[src/frm_pkg.sv]
// Shared types, constants and helpers of the fuzzy run matcher.
package frm_pkg;

  localparam int TERM_MAX   = 64;
  localparam int RUN_MAX    = 8;
  localparam int SOURCE_MAX = 4094;

  localparam int TERM_AW = $clog2(TERM_MAX);
  localparam int TP_W    = $clog2(TERM_MAX + 1);
  localparam int RL_W    = $clog2(RUN_MAX + 1);
  localparam int RB_AW   = $clog2(RUN_MAX);
  localparam int QN_W    = $clog2(RUN_MAX + 2);
  localparam int QDEPTH  = RUN_MAX + 1;

  localparam int SP_W  = 12;
  localparam int FC_W  = 6;
  localparam logic [FC_W-1:0] FRAG_SAT  = FC_W'(62);
  localparam logic [SP_W-1:0] COUNT_SAT = SP_W'(4094);

  localparam logic CMD_TERM   = 1'b0;
  localparam logic CMD_SOURCE = 1'b1;

  localparam logic REG_MIN_RUN  = 1'b0;
  localparam logic REG_TERM_LEN = 1'b1;

  typedef struct packed {
    logic [7:0] symbol;
    logic       hl;
    logic       fs;
  } frm_emit_t;

  typedef struct packed {
    logic [SP_W-1:0] mismatch_count;
    logic [SP_W-1:0] first_position;
    logic [FC_W-1:0] fragment_count;
    logic            matched;
    logic            fragment_start;
    logic            highlighted;
    logic [7:0]      out_symbol;
  } frm_result_t;

  // ASCII case folding: upper case letters map to lower case.
  function automatic logic [7:0] fold(input logic [7:0] c);
    logic [7:0] r;
    r = c;
    if (c >= 8'h41 && c <= 8'h5A) begin
      r = c + 8'h20;
    end
    return r;
  endfunction

endpackage

[src/frm_ram.sv]
// Generic single-port-write, registered-read RAM.
module frm_ram #(
  parameter int WIDTH = 8,
  parameter int DEPTH = 64
) (
  input  logic                     clk,
  input  logic                     we,
  input  logic [$clog2(DEPTH)-1:0] waddr,
  input  logic [WIDTH-1:0]         wdata,
  input  logic [$clog2(DEPTH)-1:0] raddr,
  output logic [WIDTH-1:0]         rdata
);

  logic [WIDTH-1:0] mem [DEPTH];

  always_ff @(posedge clk) begin
    if (we) begin
      mem[waddr] <= wdata;
    end
    rdata <= mem[raddr];
  end

endmodule

[src/fuzzy_run_matcher_core.sv]
// Top level of the fuzzy run matcher: sequencer, run buffer, output staging.
//
// Term bytes (tuser 0) are written straight to the term RAM. A
// source byte (tuser 1) is worked through by a small sequencer that uses the
// single term RAM read port and one fold-and-compare unit: each compare is a
// RAM read, then a compare, and a broken short run replays its buffered
// bytes through the same compare, where they can break again. The block is
// not ready while a byte is in work, and an output stall holds the work up.
// Results go through a one-entry hold stage and an output register so that
// the last result of a string can carry the summary fields.
module fuzzy_run_matcher_core (
  input  logic        clk,
  input  logic        rst,
  // slave stream
  input  logic        s_tvalid,
  output logic        s_tready,
  input  logic [15:0] s_tdata,   // [7:0] symbol, [13:8] term_slot, [15:14] zero
  input  logic        s_tuser,   // cmd
  input  logic        s_tlast,   // final_byte
  // master stream
  output logic        m_tvalid,
  input  logic        m_tready,
  output logic [47:0] m_tdata,   // [7:0] out_symbol, [8] highlighted,
                                 // [9] fragment_start, [10] matched,
                                 // [16:11] fragment_count, [28:17] first_position,
                                 // [40:29] mismatch_count, [47:41] zero
  output logic        m_tlast,   // end_of_string
  // configuration writes
  input  logic        cfg_valid,
  output logic        cfg_ready,
  input  logic        cfg_index,
  input  logic [6:0]  cfg_data
);
  import frm_pkg::*;

  typedef enum logic [6:0] {
    S_IDLE  = 7'b0000001,
    S_CHECK = 7'b0000010,
    S_CMP   = 7'b0000100,
    S_ENDT  = 7'b0001000,
    S_FLUSH = 7'b0010000,
    S_FIN   = 7'b0100000,
    S_DRAIN = 7'b1000000
  } state_t;

  typedef enum logic [1:0] {
    FK_CONF  = 2'd0,
    FK_ENDT  = 2'd1,
    FK_FINAL = 2'd2
  } flush_kind_t;

  state_t      state;
  flush_kind_t flush_kind;

  logic [3:0] min_run;
  logic [6:0] term_length;

  logic [7:0]      pending [RUN_MAX];
  logic [7:0]      q [QDEPTH];
  logic [QN_W-1:0] qn;
  logic [RL_W-1:0] rl;
  logic [RL_W-1:0] fi;
  logic            flush_hl;
  logic            fin;
  logic [TP_W-1:0] tp;
  logic [TP_W-1:0] resume;
  logic [SP_W-1:0] srcpos;
  logic [FC_W-1:0] frags;
  logic [SP_W-1:0] first_at;
  logic [SP_W-1:0] mism;
  logic            done;
  logic            matched;
  logic [RL_W:0]   res_n;

  frm_emit_t   hold;
  logic        hold_v;
  frm_result_t out_reg;
  logic        out_v;
  logic        out_last;

  logic [RL_W-1:0] m_eff;
  logic [TP_W-1:0] len_eff;
  logic [7:0]      rdata;
  logic            ram_we;

  logic      em_req;
  frm_emit_t em;
  logic      em_go;
  logic      em_keep;
  logic      move_ok;
  logic      hit;

  logic [7:0]      nq [QDEPTH];
  logic [QN_W-1:0] nq_n;

  assign cfg_ready = 1'b1;
  assign s_tready  = (state == S_IDLE);
  assign m_tvalid  = out_v;
  assign m_tlast   = out_last;
  assign m_tdata   = {7'd0, out_reg};

  // Clamped register values.
  always_comb begin
    if (min_run == 4'd0) begin
      m_eff = RL_W'(1);
    end else if (32'(min_run) > RUN_MAX) begin
      m_eff = RL_W'(RUN_MAX);
    end else begin
      m_eff = RL_W'(min_run);
    end
    if (term_length == 7'd0) begin
      len_eff = TP_W'(1);
    end else if (32'(term_length) > TERM_MAX) begin
      len_eff = TP_W'(TERM_MAX);
    end else begin
      len_eff = TP_W'(term_length);
    end
  end

  assign ram_we = s_tvalid && s_tready && (s_tuser == CMD_TERM) &&
                  (32'(s_tdata[13:8]) < TERM_MAX);

  frm_ram #(.WIDTH(8), .DEPTH(TERM_MAX)) u_term_ram (
    .clk   (clk),
    .we    (ram_we),
    .waddr (TERM_AW'(s_tdata[13:8])),
    .wdata (s_tdata[7:0]),
    .raddr (tp[TERM_AW-1:0]),
    .rdata (rdata)
  );

  assign hit = (fold(rdata) == fold(q[0]));

  // Replay queue after a broken run: buffered bytes after the first, then
  // the breaking byte and whatever was still queued.
  always_comb begin
    int k;
    for (int j = 0; j < QDEPTH; j++) begin
      nq[j] = 8'd0;
      k = j - (int'(rl) - 1);
      if (j + 1 < int'(rl) && j + 1 < RUN_MAX) begin
        nq[j] = pending[RB_AW'(j + 1)];
      end else begin
        if (k >= 0 && k < QDEPTH) begin
          nq[j] = q[QN_W'(k)];
        end
      end
    end
    if (int'(rl) - 1 + int'(qn) > QDEPTH) begin
      nq_n = QN_W'(QDEPTH);
    end else begin
      nq_n = QN_W'(int'(rl) - 1 + int'(qn));
    end
  end

  // Emit request of the current sequencer step.
  always_comb begin
    em_req = 1'b0;
    em     = '{symbol: q[0], hl: 1'b0, fs: 1'b0};
    case (state)
      S_CHECK: begin
        if (!(!done && tp >= len_eff) && qn != '0 && done) begin
          em_req = 1'b1;
        end
      end
      S_CMP: begin
        if (hit && rl >= m_eff) begin
          em_req = 1'b1;
          em.hl  = 1'b1;
        end else if (!hit && rl != '0 && rl < m_eff) begin
          em_req    = 1'b1;
          em.symbol = pending[0];
        end else if (!hit) begin
          em_req = 1'b1;
        end
      end
      S_FLUSH: begin
        if (fi < rl) begin
          em_req    = 1'b1;
          em.symbol = pending[fi[RB_AW-1:0]];
          em.hl     = flush_hl;
          em.fs     = flush_hl && (fi == '0);
        end
      end
      default: begin
        em_req = 1'b0;
      end
    endcase
  end

  assign move_ok = !out_v || m_tready;
  assign em_keep = (32'(res_n) < RUN_MAX);
  assign em_go   = em_req && (!em_keep || !hold_v || move_ok);

  always_ff @(posedge clk) begin
    if (rst) begin
      state      <= S_IDLE;
      flush_kind <= FK_CONF;
      min_run    <= 4'd2;
      term_length <= 7'd1;
      qn         <= '0;
      rl         <= '0;
      fi         <= '0;
      flush_hl   <= 1'b0;
      fin        <= 1'b0;
      tp         <= '0;
      resume     <= '0;
      srcpos     <= '0;
      frags      <= '0;
      first_at   <= '1;
      mism       <= '0;
      done       <= 1'b0;
      matched    <= 1'b0;
      res_n      <= '0;
      hold_v     <= 1'b0;
      out_v      <= 1'b0;
      out_last   <= 1'b0;
    end else begin
      if (cfg_valid && cfg_ready) begin
        if (cfg_index == REG_MIN_RUN) begin
          min_run <= cfg_data[3:0];
        end else begin
          term_length <= cfg_data;
        end
      end

      if (out_v && m_tready) begin
        out_v <= 1'b0;
      end

      // Result staging shared by every emitting step.
      if (em_go && em_keep) begin
        res_n <= res_n + 1'b1;
        if (32'(srcpos) < SOURCE_MAX) begin
          srcpos <= srcpos + 1'b1;
        end
        if (hold_v) begin
          out_reg  <= '{out_symbol: hold.symbol, highlighted: hold.hl,
                        fragment_start: hold.fs, default: '0};
          out_last <= 1'b0;
          out_v    <= 1'b1;
        end
        hold   <= em;
        hold_v <= 1'b1;
      end

      case (state)
        S_IDLE: begin
          if (s_tvalid && s_tuser == CMD_SOURCE) begin
            if (rl > m_eff) begin
              rl <= m_eff;
            end
            q[0]  <= s_tdata[7:0];
            qn    <= QN_W'(1);
            res_n <= '0;
            fin   <= s_tlast;
            state <= S_CHECK;
          end
        end
        S_CHECK: begin
          if (!done && tp >= len_eff) begin
            state <= S_ENDT;
          end else if (qn == '0) begin
            state <= S_FIN;
          end else if (done) begin
            if (em_go) begin
              if (matched && mism < COUNT_SAT) begin
                mism <= mism + 1'b1;
              end
              for (int j = 0; j < QDEPTH - 1; j++) begin
                q[j] <= q[j + 1];
              end
              qn <= qn - 1'b1;
            end
          end else begin
            state <= S_CMP;
          end
        end
        S_CMP: begin
          if (hit && rl < m_eff) begin
            pending[rl[RB_AW-1:0]] <= q[0];
            rl <= rl + 1'b1;
            tp <= tp + 1'b1;
            for (int j = 0; j < QDEPTH - 1; j++) begin
              q[j] <= q[j + 1];
            end
            qn <= qn - 1'b1;
            if (rl + 1'b1 == m_eff) begin
              resume <= tp + 1'b1;
              if (frags == '0) begin
                first_at <= srcpos;
              end
              if (frags < FRAG_SAT) begin
                frags <= frags + 1'b1;
              end
              flush_hl   <= 1'b1;
              fi         <= '0;
              flush_kind <= FK_CONF;
              state      <= S_FLUSH;
            end else begin
              state <= S_CHECK;
            end
          end else if (em_go) begin
            if (hit) begin
              resume <= tp + 1'b1;
              tp     <= tp + 1'b1;
            end else begin
              if (mism < COUNT_SAT) begin
                mism <= mism + 1'b1;
              end
              rl <= '0;
            end
            if (!hit && rl != '0 && rl < m_eff) begin
              tp <= resume;
              for (int j = 0; j < QDEPTH; j++) begin
                q[j] <= nq[j];
              end
              qn <= nq_n;
            end else begin
              for (int j = 0; j < QDEPTH - 1; j++) begin
                q[j] <= q[j + 1];
              end
              qn <= qn - 1'b1;
            end
            state <= S_CHECK;
          end
        end
        S_ENDT: begin
          fi <= '0;
          flush_kind <= FK_ENDT;
          if (rl >= m_eff) begin
            matched <= 1'b1;
            rl      <= '0;
            done    <= 1'b1;
            state   <= S_CHECK;
          end else if (rl != '0 && frags != '0) begin
            if (frags < FRAG_SAT) begin
              frags <= frags + 1'b1;
            end
            matched  <= 1'b1;
            flush_hl <= 1'b1;
            state    <= S_FLUSH;
          end else begin
            flush_hl <= 1'b0;
            state    <= S_FLUSH;
          end
        end
        S_FLUSH: begin
          if (fi < rl) begin
            if (em_go) begin
              fi <= fi + 1'b1;
            end
          end else begin
            case (flush_kind)
              FK_CONF: begin
                state <= S_CHECK;
              end
              FK_ENDT: begin
                rl    <= '0;
                done  <= 1'b1;
                state <= S_CHECK;
              end
              default: begin
                rl    <= '0;
                state <= S_DRAIN;
              end
            endcase
          end
        end
        S_FIN: begin
          if (fin && !done) begin
            flush_hl   <= 1'b0;
            fi         <= '0;
            flush_kind <= FK_FINAL;
            state      <= S_FLUSH;
          end else begin
            state <= S_DRAIN;
          end
        end
        S_DRAIN: begin
          if (!hold_v || move_ok) begin
            if (hold_v) begin
              out_reg <= '{out_symbol: hold.symbol, highlighted: hold.hl,
                           fragment_start: hold.fs, default: '0};
              if (fin) begin
                if (matched) begin
                  out_reg.matched        <= 1'b1;
                  out_reg.fragment_count <= frags;
                  out_reg.first_position <= (first_at > COUNT_SAT) ? COUNT_SAT
                                                                   : first_at;
                  out_reg.mismatch_count <= mism;
                end else begin
                  out_reg.matched        <= 1'b0;
                  out_reg.fragment_count <= '1;
                  out_reg.first_position <= '1;
                  out_reg.mismatch_count <= '1;
                end
              end
              out_last <= fin;
              out_v    <= 1'b1;
              hold_v   <= 1'b0;
            end
            if (fin) begin
              tp       <= '0;
              resume   <= '0;
              rl       <= '0;
              srcpos   <= '0;
              frags    <= '0;
              first_at <= '1;
              mism     <= '0;
              done     <= 1'b0;
              matched  <= 1'b0;
            end
            state <= S_IDLE;
          end
        end
        default: begin
          state <= S_IDLE;
        end
      endcase
    end
  end

  // The hold stage is always drained before a new item is taken.
  a_idle_hold_empty: assert property (@(posedge clk) disable iff (rst)
    s_tready |-> !hold_v)
    else $error("hold stage not empty while idle");

  // No more results per item than the run buffer can produce.
  a_res_bound: assert property (@(posedge clk) disable iff (rst)
    32'(res_n) <= RUN_MAX)
    else $error("too many results for one item");

  // A flush never walks past the buffered run.
  a_flush_bound: assert property (@(posedge clk) disable iff (rst)
    (state == S_FLUSH) |-> (fi <= rl))
    else $error("flush index beyond run length");

  // A compare only happens while the term index is inside the term.
  a_cmp_in_term: assert property (@(posedge clk) disable iff (rst)
    (state == S_CMP) |-> (tp < len_eff && !done))
    else $error("compare outside the term");

endmodule

[config.mk]
export PLATFORM = sky130hd
export DESIGN_NAME = fuzzy_run_matcher_core
export DESIGN_NICKNAME = d
export VERILOG_FILES = /design/src/frm_pkg.sv /design/src/frm_ram.sv /design/src/fuzzy_run_matcher_core.sv
export SDC_FILE = /design/constraint.sdc
export NUM_CORES = 1
export LEC_CHECK = 0
export BUFFER_PORTS_ARGS = -buffer_cell sky130_fd_sc_hd__buf_2
export CELL_PAD_IN_SITES_DETAIL_PLACEMENT = 0
export CELL_PAD_IN_SITES_GLOBAL_PLACEMENT = 2
export CORE_MARGIN = 2
export CORE_UTILIZATION = 49
export CTS_CLUSTER_DIAMETER = 60
export DETAILED_ROUTE_END_ITERATION = 6
export PLACE_DENSITY_LB_ADDON = 0.1
export SYNTH_ARGS = -nofsm -noshare
export SYNTH_HDL_FRONTEND = slang
export SYNTH_SLANG_ARGS = --single-unit
[constraint.sdc]
create_clock -name clk -period 7.5 [get_ports clk]
set_input_delay 1.5 -clock clk [delete_from_list [all_inputs] [get_ports clk]]
set_output_delay 1.5 -clock clk [all_outputs]
set_load 0.02 [all_outputs]
==> flow_summary.json, run 1 <==
{
  "wl_per_cell_um": 26.15,
  "ys_types": 86,
  "rsz0062_at_grt": "false",
  "postCtsHoldBufs": 0,
  "synth_cells": 2781,
  "worstMarginPinSlew_ns": 1.244,
  "cts-resized-gates": 0,
  "drv_cap": 0,
  "status": "finished, final reports clean",
  "clock_power_share_pct": 31.5,
  "grt_max_degree": 101,
  "grt_usage_pct": 26.13,
  "post-route-util_pct": 55.14,
  "max_freq_ghz": 0.1855,
  "peakVddDrop_mv": 0.3528,
  "initial_core_util_pct": 49.22,
  "synth_edf_count": 699,
  "p_int_uw": 9115,
  "num_io_pins": 83,
  "clock-root-buffer": "clkbuf_16",
  "syn_to_final_growth_pct": 12.02,
  "worst_skew_pair.late_latency_ns": 0.68,
  "endpoint_kind": "flip-flop",
  "crit_start": "rl[3]",
  "fin_tns_setup_ns": 0,
  "post-route-min-period_ns": 5.390,
  "leakage_uw": 0.01375,
  "first_pass_iters": 5,
  "met3_usage_pct": 3.742,
  "cp.arrival_ns": 5.77,
  "sequentialPowerShare_pct": 34.7,
  "worstHoldPathType": "flip-flop to flip-flop",
  "grt.busiest_layer": "met2",
  "whs_ns": 0.4550,
  "fin_nets": 2889,
  "drive_above_1_share_pct": 18.99,
  "dp_hpwl_mm": 65.02,
  "cts_tree": "done",
  "start_kind": "flip-flop",
  "antenna_found_initial": 0,
  "post-place-ws_ns": 2.139,
  "grt_overflow_total": 0,
  "post-cts-setup-buffer-count": 0,
  "gp_congestion": 0.8606,
  "grt.met2_usage_pct": 42.81,
  "synth_seq_cells": 810,
  "die_h_um": 282.3,
  "comb_power_share_pct": 33.8,
  "synth_area_per_cell_sq_um": 13.64,
  "r2r_start": "rl[3]",
  "fin_ws_ns": 2.110,
  "slew_violations": 0,
  "antenna_left": 0,
  "cts_sinks": 810,
  "worst_hold_startpoint": "resume[2]",
  "fin_skew_ns": 0.04951,
  "p_sw_share_pct": 36.90,
  "synth_flop_cell": "edfxtp_1",
  "yosysWarnings": 0,
  "total_power_uw": 14450,
  "row_count": 102,
  "htree_num_levels": 3,
  "worstSetupPathType": "flip-flop to flip-flop",
  "vias": 24170,
  "port_buffers": 72,
  "synth_area_sq_um": 37940,
  "clk_pin_slew_ns": 0.05,
  "core_area_sq_um": 77080,
  "numCtsBuffers": 90,
  "num_antenna_cells": 0,
  "switchingPower_uw": 5331,
  "totalWireLength_mm": 102.7,
  "fp.dieArea_sq_um": 79680,
  "gr-usage-met1_pct": 35.82,
  "drt-initial-drc-count": 2248,
  "grt_pass1_vias": 23980,
  "finalSetupViolCount": 0,
  "maxSlewHeadroom_pct": 16.40,
  "ys_top_cells_by_area": "edfxtp_1 55%, mux4_2 12%, dfxtp_1 5.9%",
  "grt_pass1_wl_mm": 153.4,
  "clockBufferDepth": 3,
  "viasPerCell": 6.156,
  "timing.final.crit_share_pct": 71.87,
  "synth.top_cell.area_share_pct": 55.32,
  "hold_viol": 0,
  "critPathMaxFanout": 46,
  "yosysTopAreaCell": "edfxtp_1",
  "ys_seq_area_share_pct": 61.18,
  "die_w_um": 282.3,
  "synthArstFlopShare_pct": 0,
  "p_per_area_nw_per_um2": 339.9,
  "drc_errors": 0,
  "required_ns": 7.88
}
[metrics by stage]
| step | cell area [sq um] | cells |
|---|---|---|
| floorplan | 37970 | 2787 |
| global placement | 39390 | 3760 |
| detailed placement | 39390 | 3760 |
| CTS | 42500 | 3926 |
| global route | 42500 | 3926 |
| finish | 42500 | 3926 |
[worst max-delay path: stages (launching register included)]
cell and delay [ns]:
dfxtp_1 0.63, buf_4 0.37, or2_2 0.46, nor2_2 0.20, inv_1 0.49, nand3_1 0.30
a31oi_2 0.52, nand2_2 0.69, nor4_1 0.68, a31oi_2 0.44, buf_4 0.33
[cell type report]
type                            instances  area (sq um)
Timing Repair Buffer                  125         770.7
Clock buffer                          107          2369
Clock inverter                         59         742.0
Inverter                               45         168.9
Tap cell                             1040          1301
Sequential cell                       810         23230
Multi-Input combinational cell       1740         13930
Fill cell                            6362         34580
[state kept, by name (all words and copies together), names as in the netlist, 4 cells and up, named ones only]
| name | count |
|---|---|
| min_run | 4 |
| frags | 6 |
| u_term_ram.mem | 512 |
| first_at | 12 |
| state | 7 |
| mism | 12 |
| u_term_ram.rdata | 8 |
| pending | 64 |
| srcpos | 12 |
| fi | 4 |
| m_tdata | 41 |
| rl | 4 |
| hold | 10 |
| resume | 7 |
| res_n | 5 |
| tp | 7 |
| term_length | 7 |
| qn | 4 |
| q | 72 |
[worst paths after layout]
check	slack, ns	depth (start not counted)	endpoint
worst min-delay path	0.46	2	resume[2]
worst max register to register	2.11	10	q[6][0]
worst max-delay path	2.11	10	q[6][0]
worst min register to register	0.46	2	resume[2]
[layer usage]
metal  up-vias  share of wire, %
met5         -                 0
met4         0               3.7
met3       218               6.5
met2       970                48
met1     12110                42
li1      10870                 -
[layout by cell type (no fill, tap or decap), drive strengths merged, types with 13 or more instances in the layout]
master	instances
ha	45
buf	125
nor2b	18
a221oi	21
nor2	356
xnor2	32
o221ai	16
nor4	22
a211oi	49
dfxtp	111
nand4	21
nor3	36
xor2	25
edfxtp	699
o21ai	123
nand2b	24
mux2i	68
or3	13
clkbuf	107
o211ai	36
clkinv	39
a31oi	15
mux2	18
nand3	42
mux4	208
inv	50
a21oi	231
nand2	170
[power groups by stage]
stage / sequential [uW] / combinational (uW) / clock (uW)
global route: 5020 / 5170 / 4800
floorplan: 5080 / 3020 / 0
CTS: 5020 / 4760 / 4630
global placement: 5110 / 4700 / 0
finish: 5020 / 4880 / 4550
detailed placement: 5110 / 4730 / 0
[Yosys cell counts, drive strengths merged, types with 5 or more instances]
library cell / n
o211ai: 36
mux2: 18
a41oi: 6
nor4b: 6
nand4: 21
o21a: 12
a21oi: 231
dfxtp: 111
xnor2: 32
o21ai: 123
mux2i: 68
clkbuf: 125
edfxtp: 699
and3: 10
a211oi: 49
nand3: 42
o211a: 6
and2: 9
inv: 44
xor2: 25
buf: 67
a21o: 12
nor3: 36
nor2: 356
ha: 45
nand2b: 24
nor4: 22
or3: 13
a221o: 12
o2bb2ai: 5
mux4: 208
nand2: 170
nor2b: 18
a31oi: 15
a221oi: 21
o221ai: 16
o31ai: 5
[cell families (layout without fill, tap and decap cells)]
kind of cell	Yosys count	in the layout	share of synthesized area, %
DFF	810	810	61.18
and+or+nand+nor	752	752	8.989
AOI/OAI and AO/OA	583	583	9.602
muxes	294	294	14.75
buffers and inverters	237	336	2.569
xor gates and xnor gates	57	57	1.355
adders and majority gates	46	46	1.537
other	2	8	0.01979
No activity file was read; power rests on OpenSTA's default activity.
==> run 2: changes to the inputs <==
- CORE_UTILIZATION: 49 -> 46
- clock period: 7.5 -> 5.5 ns (I/O delays scaled with it)
==> flow_summary.json, run 2 (synthesized netlist as in run 1, its figures left out) <==
{
  "htree_num_levels": 3,
  "core_area_sq_um": 81850,
  "start_kind": "flip-flop",
  "clk_pin_slew_ns": 0.06,
  "crit_chain": "buf_4 > ha_1 > xor2_1 > xnor2_1 > nor2_1 > nor4b_1 > nand4_1 > o21ai_0 > nand2_1 > nor4_1 > a21oi_1",
  "cp_num_buf_inv": 1,
  "required_ns": 6.00,
  "totalWireLength_mm": 105.5,
  "hold_viol": 0,
  "fp.dieArea_sq_um": 84800,
  "max_stage_delay_ns": 0.72,
  "antenna_left": 0,
  "grt_overflow_total": 0,
  "viasPerCell": 6.080,
  "final_cell_area_sq_um": 42730,
  "crit_family": "simple AND/OR/NAND/NOR gates",
  "maxSlewHeadroom_pct": 18.11,
  "vias": 24270,
  "max_freq_ghz": 0.2261,
  "slowest_stage": "dfxtp_4",
  "port_buffers": 72,
  "grt_pass1_wl_mm": 156.3,
  "cts_tree": "done",
  "drv_cap": 0,
  "post-route-util_pct": 52.21,
  "gr-usage-met1_pct": 34.12,
  "antenna_found_initial": 0,
  "worstHoldPathType": "flip-flop to flip-flop",
  "numCtsBuffers": 93,
  "drt-initial-drc-count": 2302,
  "p_per_area_nw_per_um2": 467.2,
  "dp_hpwl_mm": 67.04,
  "grt.met2_usage_pct": 40.46,
  "fin_ws_ns": 1.077,
  "syn_to_final_growth_pct": 12.62,
  "wl_per_cell_um": 26.43,
  "leakage_uw": 0.01389,
  "grt.busiest_layer": "met2",
  "cts-resized-gates": 0,
  "grt_pass1_vias": 23840,
  "postCtsHoldBufs": 0,
  "drc_errors": 0,
  "clockBufferDepth": 3,
  "largest-register": "u_term_ram.mem",
  "clock-root-buffer": "clkbuf_16",
  "fin_skew_ns": 0.04079,
  "peakVddDrop_mv": 0.5479,
  "die_h_um": 291.2,
  "drive_above_1_share_pct": 19.16,
  "rsz0062_at_grt": "false",
  "worstSetupPathType": "flip-flop to flip-flop",
  "gp_congestion": 0.8550,
  "status": "finished, final reports clean",
  "timing.final.crit_share_pct": 80.41,
  "num_io_pins": 83,
  "initial_core_util_pct": 46.36,
  "first_pass_iters": 6,
  "grt_usage_pct": 24.77,
  "whs_ns": 0.4527,
  "finalSetupViolCount": 0,
  "grt_max_degree": 83,
  "fillers": 6934,
  "placed_area_sq_um": 39610,
  "num_antenna_cells": 0,
  "row_count": 105,
  "met3_usage_pct": 3.848,
  "die_w_um": 291.2,
  "cts_sinks": 810,
  "post-cts-setup-buffer-count": 0,
  "post-place-ws_ns": 1.183,
  "largest_reg_flops": 512,
  "fin_tns_setup_ns": 0,
  "critPathMaxFanout": 55,
  "worst_skew_pair.late_latency_ns": 0.67,
  "slew_violations": 0,
  "final_common_cell": "edfxtp_1",
  "fin_nets": 2919,
  "worstMarginPinSlew_ns": 1.222,
  "endpoint_kind": "flip-flop",
  "cp.arrival_ns": 4.93,
  "mostFrequentLayoutCells": "699 x edfxtp_1, 352 x nor2_1, 230 x a21oi_1",
  "post-route-min-period_ns": 4.423
}
==> run 2: cell types whose count changed in the layout (fill, tap and decap cells not counted), sizes merged <==
cell | before | now
bufinv | 11 | 10
buf | 125 | 152
clkinvlp | 4 | 3
clkbuf | 107 | 114
clkinv | 39 | 44
inv | 50 | 49
==> run 2: worst paths after layout <==
| kind | from | to | slack, ns | cells after the start |
|---|---|---|---|---|
| hold reg to reg | flip-flop | flip-flop | 0.45 | 2 |
| setup reg to reg | rl[0] | first_at[7] | 1.08 | 11 |
| setup / recovery | rl[0] | first_at[7] | 1.08 | 11 |
| hold / removal | flip-flop | flip-flop | 0.45 | 2 |
==> run 2: metal layers <==
layer,vias to the layer above,wire (um)
li1,10930,-
met2,822,51030
met3,193,6664
met1,12320,44350
met4,0,3478
met5,-,0
==> run 2: per-stage QoR <==
| stage | power [uW] | instances |
|---|---|---|
| 6_report | 19960 | 3992 |
| 5_1_grt | 20750 | 3992 |
| 2_1_floorplan | 11040 | 2787 |
| 4_1_cts | 19910 | 3992 |
| 3_5_place_dp | 13650 | 3817 |
| 3_3_place_gp | 13670 | 3817 |
==> run 2: worst register-to-register path, stage by stage, from the launching register on <==
cell     delay, ns
dfxtp_4       0.72
buf_4         0.67
ha_1          0.39
xor2_1        0.20
xnor2_1       0.09
nor2_1        0.08
nor4b_1       0.57
nand4_1       0.36
o21ai_0       0.26
nand2_1       0.47
nor4_1        0.42
a21oi_1       0.07
==> run 2: final cells by class <==
cell class / instances / area [sq um] / area share (%)
tap: 1070 / 1339 / 3.133
sequential: 810 / 23230 / 54.36
inverter: 45 / 168.9 / 0.3953
clock inverter: 61 / 696.9 / 1.631
clock buffer: 114 / 2426 / 5.677
multi-input combinational: 1740 / 13860 / 32.44
timing repair buffer: 152 / 1011 / 2.366
==> run 2: power breakdown <==
part / internal, uW / total (uW) / leakage [uW] / switching (uW)
combinational: 2170 / 6860 / 0.00516 / 4690
sequential: 6740 / 6870 / 0.00722 / 130
clock: 3650 / 6230 / 0.00151 / 2580
==> run 3: changes to the inputs <==
- CORE_UTILIZATION: 46 -> 41
- clock period: 5.5 -> 3.9 ns (I/O delays scaled with it)
==> flow_summary.json, run 3 (synthesized netlist as in run 1, its figures left out) <==
{
  "gp_congestion": 0.8525,
  "maxSlewHeadroom_pct": 16.40,
  "largest-register": "u_term_ram.mem",
  "worstMarginPinSlew_ns": 1.254,
  "place_inst": 4041,
  "fp.dieArea_sq_um": 95000,
  "status": "finished, final reports clean",
  "max_stage_delay_ns": 0.90,
  "cts_tree": "done",
  "wl_per_cell_um": 26.22,
  "antenna_left": 0,
  "slew_violations": 0,
  "worstSetupPathType": "flip-flop to flip-flop",
  "grt_pass1_wl_mm": 163.4,
  "drive_above_1_share_pct": 22.69,
  "die_w_um": 308.2,
  "finalSetupViolCount": 0,
  "start_kind": "flip-flop",
  "htree_num_levels": 3,
  "peakVddDrop_mv": 0.6867,
  "post-cts-setup-buffer-count": 0,
  "total_power_uw": 28480,
  "viasPerCell": 5.824,
  "post-place-ws_ns": 0.2452,
  "endpoint_kind": "flip-flop",
  "fin_ws_ns": 0.2065,
  "num_io_pins": 83,
  "drc_errors": 0,
  "clockBufferDepth": 3,
  "grt_overflow_total": 0,
  "die_h_um": 308.2,
  "vias": 24570,
  "syn_to_final_growth_pct": 15.67,
  "grt_pass1_vias": 24540,
  "grt_max_degree": 80,
  "mostFrequentLayoutCells": "699 x edfxtp_1, 352 x nor2_1, 228 x a21oi_1",
  "fin_nets": 3029,
  "first_pass_iters": 5,
  "max_freq_ghz": 0.2707,
  "critPathMaxFanout": 8,
  "fin_cells": 4219,
  "cp.arrival_ns": 4.19,
  "fin_tns_setup_ns": 0,
  "core_area_sq_um": 91660,
  "antenna_found_initial": 1,
  "dp_hpwl_mm": 72.83,
  "slowest_stage": "nor3_2",
  "worst_skew_pair.late_latency_ns": 0.68,
  "hold_viol": 0,
  "cts_sinks": 810,
  "fin_skew_ns": 0.03907,
  "p_per_area_nw_per_um2": 649.0,
  "final_common_cell": "edfxtp_1",
  "drt-initial-drc-count": 2353,
  "post-route-min-period_ns": 3.694,
  "grt_usage_pct": 23.47,
  "port_buffers": 72,
  "numCtsBuffers": 95,
  "r2r_setup_slack_ns": 0.21,
  "required_ns": 4.40,
  "totalWireLength_mm": 110.6,
  "fillers": 8047,
  "drv_cap": 0,
  "worstHoldPathType": "primary input to flip-flop",
  "rsz0062_at_grt": "false",
  "clock-root-buffer": "clkbuf_16",
  "largest_reg_flops": 512,
  "leakage_uw": 0.01451,
  "clk_pin_slew_ns": 0.06,
  "timing.final.crit_share_pct": 94.71,
  "row_count": 111,
  "crit_chain": "inv_1 > ha_4 > xor2_2 > inv_1 > ha_1 > a21oi_2 > xor2_2 > a21oi_1 > nor3_2 > a221oi_1 > nor2_1",
  "initial_core_util_pct": 41.40
}
-- run 3: metrics by stage --
stage	util (%)	area [sq um]	hold slack, ns
global placement	44.41	40710	0.4389
global route	47.88	43890	0.3247
floorplan	-	38120	0.4316
detailed placement	44.41	40710	0.4431
CTS	47.87	43880	0.3115
finish	47.88	43890	0.3530
-- run 3: power by group --
group / leakage [uW] / total [uW] / switching, uW / internal [uW]
clock network: 0.00154 / 8910 / 3670 / 5240
registers: 0.00722 / 9580 / 74.3 / 9510
logic: 0.00575 / 9990 / 6840 / 3150
-- run 3: cell type report --
cell class	instances	area, sq um	share of cell area (%)
sequential	810	23230	52.92
clock inverter	55	601.8	1.371
multi-input combinational	1740	13900	31.67
clock buffer	122	2571	5.858
timing repair buffer	260	1934	4.407
inverter	45	168.9	0.3849
antenna	1	2.502	0.005702
tap	1186	1484	3.381
-- run 3: metal layers --
layer / GRT usage [%] / vias to the layer above / share of wire, %
met5: 0 / - / 0.0063
met4: 7.340 / 2 / 2.8
met3: 4.686 / 186 / 6.1
met2: 38.02 / 746 / 48
met1: 31.91 / 12470 / 43
li1: - / 11170 / -
-- run 3: worst max-delay path, delay by kind of cell, from the launching register on --
family / cells / cell delay, ns
AOI/OAI and AO/OA: 3 / 0.52
DFF: 1 / 0.35
and+or+nand+nor: 2 / 1.06
buffers and inverters: 2 / 0.44
xor gates and xnor gates: 2 / 0.53
adders and majority gates: 2 / 0.64
-- run 3: what timing repair did --
item | 4_1_cts | 5_1_grt
gates resized for setup | 0 | 1
hold buffers | 0 | 0
setup endpoints to repair | 0 | 41
-- run 3: worst paths after layout --
path	cells after the start	startpoint	end
max	11	rl[0]	q[2][1]
min	3	cfg_data[5]	term_length[5]
max reg2reg	11	rl[0]	q[2][1]
min reg2reg	2	resume[1]	resume[1]
